File: config.mk
export PLATFORM = sky130hd
export DESIGN_NAME = spq_cell
export DESIGN_NICKNAME = d
export VERILOG_FILES = /design/src/rtl/spq_pkg.sv /design/src/rtl/spq_cell.sv
export SDC_FILE = /design/constraint.sdc
export NUM_CORES = 1
export LEC_CHECK = 0
export BUFFER_PORTS_ARGS = -buffer_cell sky130_fd_sc_hd__buf_4
export CELL_PAD_IN_SITES_DETAIL_PLACEMENT = 0
export CELL_PAD_IN_SITES_GLOBAL_PLACEMENT = 2
export CORE_AREA = 5 5 201 203
export CTS_CLUSTER_DIAMETER = 80
export DETAILED_ROUTE_END_ITERATION = 16
export DIE_AREA = 0 0 206 208
export HOLD_SLACK_MARGIN = 0.03
export PLACE_DENSITY_LB_ADDON = 0.1
export SLEW_MARGIN = 15
export SYNTH_ARGS = -nofsm -noshare
export SYNTH_HDL_FRONTEND = slang
export SYNTH_SLANG_ARGS = --single-unit
export TNS_END_PERCENT = 20
File: constraint.sdc
create_clock -name clock -period 10.59 [get_ports clock]
set_clock_uncertainty 0.05 [all_clocks]
set_input_delay 1.059 -clock clock [delete_from_list [all_inputs] [get_ports clock]]
set_output_delay 1.059 -clock clock [all_outputs]
set_load 0.01 [all_outputs]
File: src/rtl/spq_pkg.sv
package spq_pkg;

   localparam int DATA_W = 32;

   localparam logic OP_PUT = 1'b0;
   localparam logic OP_GET = 1'b1;

   localparam logic [1:0] ST_DELIVERED = 2'd0;
   localparam logic [1:0] ST_EMPTY     = 2'd1;
   localparam logic [1:0] ST_FULL      = 2'd2;

   localparam logic [DATA_W-1:0] SIGN_FLIP = 32'h8000_0000;

   typedef struct packed {
      logic [DATA_W-1:0] prio;
      logic [DATA_W-1:0] arrival;
      logic [DATA_W-1:0] tag;
      logic [DATA_W-1:0] param;
   } data_type;

   typedef struct packed {
      logic     valid;
      data_type data;
   } entry_type;

   typedef struct packed {
      logic insert;
      logic remove;
   } cmd_type;

   // true when a is served ahead of b; priority held with the sign bit flipped
   function automatic logic serve_before(input data_type a, input data_type b);
      logic res;
      if (a.prio != b.prio) begin
         res = a.prio < b.prio;
      end else begin
         res = a.arrival < b.arrival;
      end
      return res;
   endfunction

endpackage

File: src/rtl/spq_cell.sv
module spq_cell (
   input  logic               clock,
   input  logic               reset,
   input  spq_pkg::cmd_type   cmd,
   input  spq_pkg::entry_type new_entry,
   input  spq_pkg::entry_type left_entry,
   input  logic               left_gt,
   input  spq_pkg::entry_type right_entry,
   output spq_pkg::entry_type entry,
   output logic               gt
);
   import spq_pkg::*;

   logic     valid_ff;
   logic     valid_in;
   data_type data_ff;
   data_type data_in;

   // new item sorts ahead of this cell (empty cells sort last)
   assign gt    = !valid_ff || serve_before(new_entry.data, data_ff);
   assign entry = '{valid: valid_ff, data: data_ff};

   always_comb begin
      valid_in = valid_ff;
      data_in  = data_ff;
      if (cmd.insert) begin
         if (gt) begin
            if (left_gt) begin
               valid_in = left_entry.valid;
               data_in  = left_entry.data;
            end else begin
               valid_in = 1'b1;
               data_in  = new_entry.data;
            end
         end
      end else if (cmd.remove) begin
         valid_in = right_entry.valid;
         data_in  = right_entry.data;
      end
   end

   always_ff @(posedge clock) begin
      if (reset) begin
         valid_ff <= 1'b0;
      end else begin
         valid_ff <= valid_in;
      end
   end

   always_ff @(posedge clock) begin
      data_ff <= data_in;
   end

endmodule

==> results of run 1 <==
[layer usage]
metal  vias to the layer above  part of all wire  GRT usage  wire (um)
met1                      3517              0.36      0.177      13500
met3                        25             0.095     0.0676       3490
li1                       3865                 -          -          -
met5                         -                 0          0          0
met4                         0             0.018     0.0482        652
met2                       280              0.52      0.302      19300
[power breakdown]
part	leakage [uW]	switching, uW	internal (uW)
logic	0.00477	208	230
clock network	0.000261	226	337
registers	0.00128	21.2	630
[critical path: cells and delay by family]
| family | cells | cell delay [ns] |
|---|---|---|
| AOI/OAI and AO/OA | 3 | 0.62 |
| buffers and inverters | 3 | 0.34 |
| and+or+nand+nor | 3 | 0.81 |
| adders and majority gates | 1 | 0.28 |
[cell families after synthesis]
| group | share of synthesized area |
|---|---|
| AO/OA/AOI/OAI | 0.122 |
| buffers and inverters | 0.0521 |
| flip-flops | 0.477 |
| multiplexers | 0.158 |
| AND/OR/NAND/NOR | 0.0932 |
| adder cells (fa/ha/maj) | 0.0973 |
[cells in the final DEF, fill, tap and decap left out, types with 6 or more instances in the layout]
cell	n
sky130_fd_sc_hd__inv_1	66
sky130_fd_sc_hd__nor2_1	132
sky130_fd_sc_hd__nand4_1	12
sky130_fd_sc_hd__edfxtp_1	128
sky130_fd_sc_hd__clkinv_1	6
sky130_fd_sc_hd__a21oi_1	147
sky130_fd_sc_hd__nand3_1	7
sky130_fd_sc_hd__mux2i_1	128
sky130_fd_sc_hd__nand2_1	11
sky130_fd_sc_hd__ha_1	63
sky130_fd_sc_hd__clkbuf_16	17
sky130_fd_sc_hd__buf_4	524
[layout make-up]
type	count	area, sq um	share of cell area
multi-input cells	545	3820	0.292
diodes	2	5.00	0.000383
repair buffers	526	3960	0.303
inverters	66	248	0.0189
flip-flops and latches	129	3860	0.295
clock buffers	19	433	0.0331
well taps	518	648	0.0496
clock inverters	11	97.6	0.00746
[how the worst min path moves through the flow]
stage / startpoint / to / slack [ns] / depth (start not counted)
after global placement: valid_ff / valid_ff / 0.75 / 4
after detailed placement: valid_ff / valid_ff / 0.77 / 4
final: valid_ff / valid_ff / 0.79 / 4
after floorplan: valid_ff / valid_ff / 0.68 / 4
after global routing: left_entry[128] / valid_ff / 0.78 / 2
after CTS: left_entry[128] / valid_ff / 0.76 / 2
[state kept, by name, indices dropped and copies added, names as in the netlist]
| signal | count |
|---|---|
| entry | 128 |
| valid_ff | 1 |
[cell usage after synthesis, types with 2 or more instances]
| master | number |
|---|---|
| sky130_fd_sc_hd__a21oi_1 | 148 |
| sky130_fd_sc_hd__nor2_1 | 132 |
| sky130_fd_sc_hd__edfxtp_1 | 128 |
| sky130_fd_sc_hd__mux2i_1 | 128 |
| sky130_fd_sc_hd__inv_1 | 66 |
| sky130_fd_sc_hd__ha_1 | 63 |
| sky130_fd_sc_hd__clkbuf_1 | 27 |
| sky130_fd_sc_hd__buf_1 | 16 |
| sky130_fd_sc_hd__nand4_1 | 12 |
| sky130_fd_sc_hd__nand2_1 | 11 |
| sky130_fd_sc_hd__nand3_1 | 7 |
| sky130_fd_sc_hd__a211oi_1 | 5 |
| sky130_fd_sc_hd__a21o_1 | 5 |
| sky130_fd_sc_hd__o21ai_0 | 4 |
| sky130_fd_sc_hd__a221oi_1 | 3 |
| sky130_fd_sc_hd__and4_1 | 3 |
| sky130_fd_sc_hd__nor4_1 | 3 |
| sky130_fd_sc_hd__o31a_1 | 3 |
| sky130_fd_sc_hd__a221o_1 | 2 |
| sky130_fd_sc_hd__nor2b_1 | 2 |
| sky130_fd_sc_hd__nor3_1 | 2 |
| sky130_fd_sc_hd__o21bai_1 | 2 |
[per-stage QoR]
stage	cells	setup slack, ns	util
after global placement	1784	6.09	0.328
after detailed placement	1784	6.09	0.328
after floorplan	785	1.11	-
after global routing	1816	6.16	0.342
after CTS	1814	6.28	0.341
final	1816	6.38	0.342
==> metrics.yaml, run 1 <==
synth_edf_count: 128
totalWireLength_um: 36900
final.setup.tns_ns: 0
grt_start_max_net_pins: 101
power.density_nw_per_um2: 126
achievable-frequency_mhz: 237
yosys.cell_types.count: 35
die_area_sq_um: 42800
regToRegStartpoint: "entry[65]"
die_height_um: 208
worstSetupStartpointType: "input port"
clkLatencyLatePin_ns: 0.43
cts-buffers-inserted: 17
synthToLayoutAreaGrowth_pct: 61.5
end_kind: "primary output"
buffer_ports.inserted: 520
leakage_uw: 0.00631
netlist_area_sq_um: 8100
post_cts.repair.setup_buffers: 0
timing.max_cap.violations: 0
ys_ff_latch: 129
totalPowerFinal_uw: 1650
final.period_utilization: 0.398
place_congestion: 0.729
fillerInstances: 4106
clkSinkCount: 129
seq_area_frac_synth: 0.477
syn_area_per_cell_sq_um: 10.3
yosys_most_used_dff: "sky130_fd_sc_hd__edfxtp_1"
drt_first_pass_iters: 4
initial_antenna_violation_count: 2
final_max_slew_viol_count: 0
synthesis.yosys.warnings: 0
synth_top_area_cell: "sky130_fd_sc_hd__edfxtp_1"
post_cts_resized: 0
place.detailed.hpwl_um: 30100
async_flop_share: 0
total_via_count_in_the_routed_design: 7687
status: "finished clean"
global_route_wire_length_before_repair_um: 52600
post_dp_cell_area_sq_um: 12500
design.final.nets: 1740
cts_root_buf: "sky130_fd_sc_hd__clkbuf_16"
gr-usage-all-layers: 0.167
period_minus_slack_ns: 4.21
vias_cell: 4.23
worstSetupEndpoint: "gt"
cts_tree: "done"
synth_largest_type_area_fraction: 0.475
drtAntennaViolNets: 0
grt_setup_unrepaired: "no"
cts_max_level: 4
worst-r2r-setup-slack_ns: 6.93
netlist_instances: 785
worst_setup_hold_path_clk_slew_ns: 0.06
io-pin-count: 522
finalSetupViolCount: 0
worst-path-max-fanout: 4
max-vdd-ir-drop_mv: 0.0966
criticalPathCategory: "in -> out"
worst_slew_margin_rel: 0.288
critical_path.cell_chain: "buf_4, ha_1, nand4_1, nor4_1, o21bai_1, nor4_1, o2bb2ai_1, o31a_1, inv_1, buf_4"
critPathRequiredTime_ns: 9.48
worst_ep_arrival_time_ns: 3.10
critical_path.reg2reg.endpoint: "entry[43]"
slowest_delay_ns: 0.50
drcViolationCount: 0
timing.reg2reg.worst_path_depth: 9
clock_tree.buffer_depth: 2
post_route_cells_drive_above_1_share: 0.426
detailedRoute.firstIterationViolations: 248
post_synth_main_area_contributors: "sky130_fd_sc_hd__edfxtp_1 (47%), sky130_fd_sc_hd__mux2i_1 (16%), sky130_fd_sc_hd__ha_1 (9.7%)"
critPathLaunch: "new_entry[111]"
die_width_um: 206
via_count_of_the_first_global_routing_pass: 8068
holdWs_ns: 0.786
hold_viol_final: 0
overflow: 0
holdCritPathClass: "reg -> reg"
cts-hold-fix-buffers: 0
wl_per_cell_um: 20.3
initial_utilization: 0.212
worst_slew_pin_slew_ns: 1.07
critPathSlowestCell: "sky130_fd_sc_hd__nor4_1"
postSynthNetCount: 1240
final_cell_area_sq_um: 13100
core_area_sq_um: 38300
num_rows: 72
Note: power is estimated with default switching activity, not from simulation.
==> run 2, diff against run 1 <==
CORE_AREA = unset   (was 5 5 201 203)
CORE_MARGIN = 5   (was unset)
CORE_UTILIZATION = 21   (was unset)
DIE_AREA = unset   (was 0 0 206 208)
clock period = 3.58 ns   (was 10.59 ns; I/O delays follow)
==> run 2 against run 1 <==
Core utilization increased by 0.33 points. Global-route usage up 0.18 points. Combinational power grew to 3.0 times the previous value. Design area is 1.2% higher. Largest cell class unchanged.
==> metrics.yaml, run 2 (same netlist as run 1, synthesis figures left out) <==
status: "finished clean"
cts-buffers-inserted: 17  # unchanged
slowest_delay_ns: 0.35  # -0.15 ns
worst_slew_margin_rel: 0.490  # +0.203
clock_tree.buffer_depth: 2  # unchanged
leakage_uw: 0.00635  # +0.66%
final_max_slew_viol_count: 0  # unchanged
achievable-frequency_mhz: 321
via_count_of_the_first_global_routing_pass: 7977  # -1.1%
cts_max_level: 4  # unchanged
post_route_cells_drive_above_1_share: 0.436  # +0.00989
final.period_utilization: 0.869
num_rows: 72  # unchanged
power.density_nw_per_um2: 378  # +200%
finalSetupViolCount: 0  # unchanged
finish.cell_count_without_fillers: 1825  # +0.50%
area_occupied_by_multi_input_gates_sq_um: 3850  # +0.59%
overflow: 0  # unchanged
die_width_um: 206  # +0.18%
final_critical_path_setup_slack_ns: 0.468  # -5.91 ns
initial_antenna_violation_count: 6  # +4
critPathSlowestCell: "sky130_fd_sc_hd__edfxtp_1"
layout.cells.most_common: "sky130_fd_sc_hd__buf_4"
worst_setup_hold_path_clk_slew_ns: 0.06  # about the same
design.final.nets: 1743  # +0.17%
worst-r2r-setup-slack_ns: 0.50  # -6.43 ns
number_of_flip_flops_under_the_largest_register_name: 128  # unchanged
die_area_sq_um: 42600  # -0.61%
max-vdd-ir-drop_mv: 0.264  # +170%
dp_worst_setup_slack_ns: 0.370  # -5.72 ns
timing.max_cap.violations: 0  # unchanged
io-pin-count: 522  # unchanged
drtAntennaViolNets: 0  # unchanged
final_cell_mix: "sky130_fd_sc_hd__buf_4 (522), sky130_fd_sc_hd__a21oi_1 (146), sky130_fd_sc_hd__nor2_1 (132)"
register_area_sq_um: 3860  # unchanged
post_cts_resized: 0  # unchanged
hold_viol_final: 0  # unchanged
cts-hold-fix-buffers: 0  # unchanged
drcViolationCount: 0  # unchanged
cts_tree: "done"
period_minus_slack_ns: 3.11
holdWs_ns: 0.106  # -0.680 ns
worst-path-max-fanout: 3  # -1
clkLatencyLatePin_ns: 0.43  # about the same
critical-path-top-delay-family: "simple AND/OR/NAND/NOR gates"
gr-usage-all-layers: 0.169  # +0.00182
drt_first_pass_iters: 4  # unchanged
holdCritPathClass: "in -> reg"
clkSinkCount: 129  # unchanged
totalWireLength_um: 37300  # +1.1%
fillerInstances: 4057  # -1.2%
initial_utilization: 0.211  # -0.000496
worst_slew_pin_slew_ns: 0.764  # -0.304 ns
post_cts.repair.setup_buffers: 0  # unchanged
synthToLayoutAreaGrowth_pct: 63.4
buffer_ports.inserted: 520  # unchanged
wl_per_cell_um: 20.4  # +0.63%
place.detailed.hpwl_um: 30600  # +1.7%
grt_setup_unrepaired: "no"
cts_root_buf: "sky130_fd_sc_hd__clkbuf_16"
worst_ep_arrival_time_ns: 2.70  # -0.40 ns
detailedRoute.firstIterationViolations: 250  # +0.81%
critPathRequiredTime_ns: 3.17  # -6.31 ns
dp_cells: 1787  # +0.17%
vias_cell: 4.21  # -0.58%
critical_path.cell_chain: "inv_1, ha_1, and4_1, nand4_1, nor3_1, o31a_1, o31a_1, inv_1, buf_4"
core_area_sq_um: 38400  # +0.24%
end_kind: "primary output"
worstSetupStartpointType: "flop"
global_route_wire_length_before_repair_um: 52000  # -1.1%
total_via_count_in_the_routed_design: 7680  # -0.091%
criticalPathCategory: "reg -> out"
place_congestion: 0.777  # +6.5%
grt_start_max_net_pins: 103  # +2.0%
critPathBufInv: 3  # unchanged
die_height_um: 206  # -0.78%
==> run 2: changes by cell type in the layout (fill, tap and decap cells not counted), moves of 2 or more <==
cell	change
sky130_fd_sc_hd__clkinvlp_4	+6
sky130_fd_sc_hd__buf_12	+5
sky130_fd_sc_hd__clkinv_1	-4
sky130_fd_sc_hd__diode_2	+4
sky130_fd_sc_hd__buf_4	-2
sky130_fd_sc_hd__clkbuf_1	-2
sky130_fd_sc_hd__clkinv_4	+2
==> run 2: final timing paths <==
path,start,endpoint,cells past startpoint
max,entry[95],gt,9
min reg2reg,valid_ff,valid_ff,4
max reg2reg,entry[65],entry[0],9
min,left_entry[128],valid_ff,2
==> run 2: power by group <==
| group | switching, uW | internal [uW] | total [uW] |
|---|---|---|---|
| clock network | 726 | 1020 | 1740 |
| logic | 635 | 697 | 1330 |
| registers | 63.5 | 1860 | 1920 |
==> run 2: stage by stage <==
step / TNS, ns / total power, uW / area [sq um] / utilization
6_report: 0 / 5000 / 13200 / 0.345
4_1_cts: 0 / 5120 / 13200 / 0.344
5_1_grt: 0 / 5300 / 13200 / 0.345
3_5_place_dp: 0 / 3320 / 12600 / 0.330
3_3_place_gp: 0 / 3320 / 12600 / 0.330
2_1_floorplan: -119.11 / 2510 / 8130 / -
==> run 2: area by class of cell <==
class                   instances  share of cell area
clock buffers                  17              0.0321
flip-flops and latches        129               0.292
multi-input cells             545               0.291
repair buffers                529               0.306
clock inverters                15              0.0110
inverters                      66              0.0187
well taps                     518              0.0490
diodes                          6             0.00113
==> run 2: metal layers <==
metal,GRT usage,vias up,part of all wire
met5,0,-,0.00035
met4,0.0542,2,0.015
met3,0.0759,25,0.10
met2,0.297,280,0.52
met1,0.181,3491,0.36
li1,-,3882,-
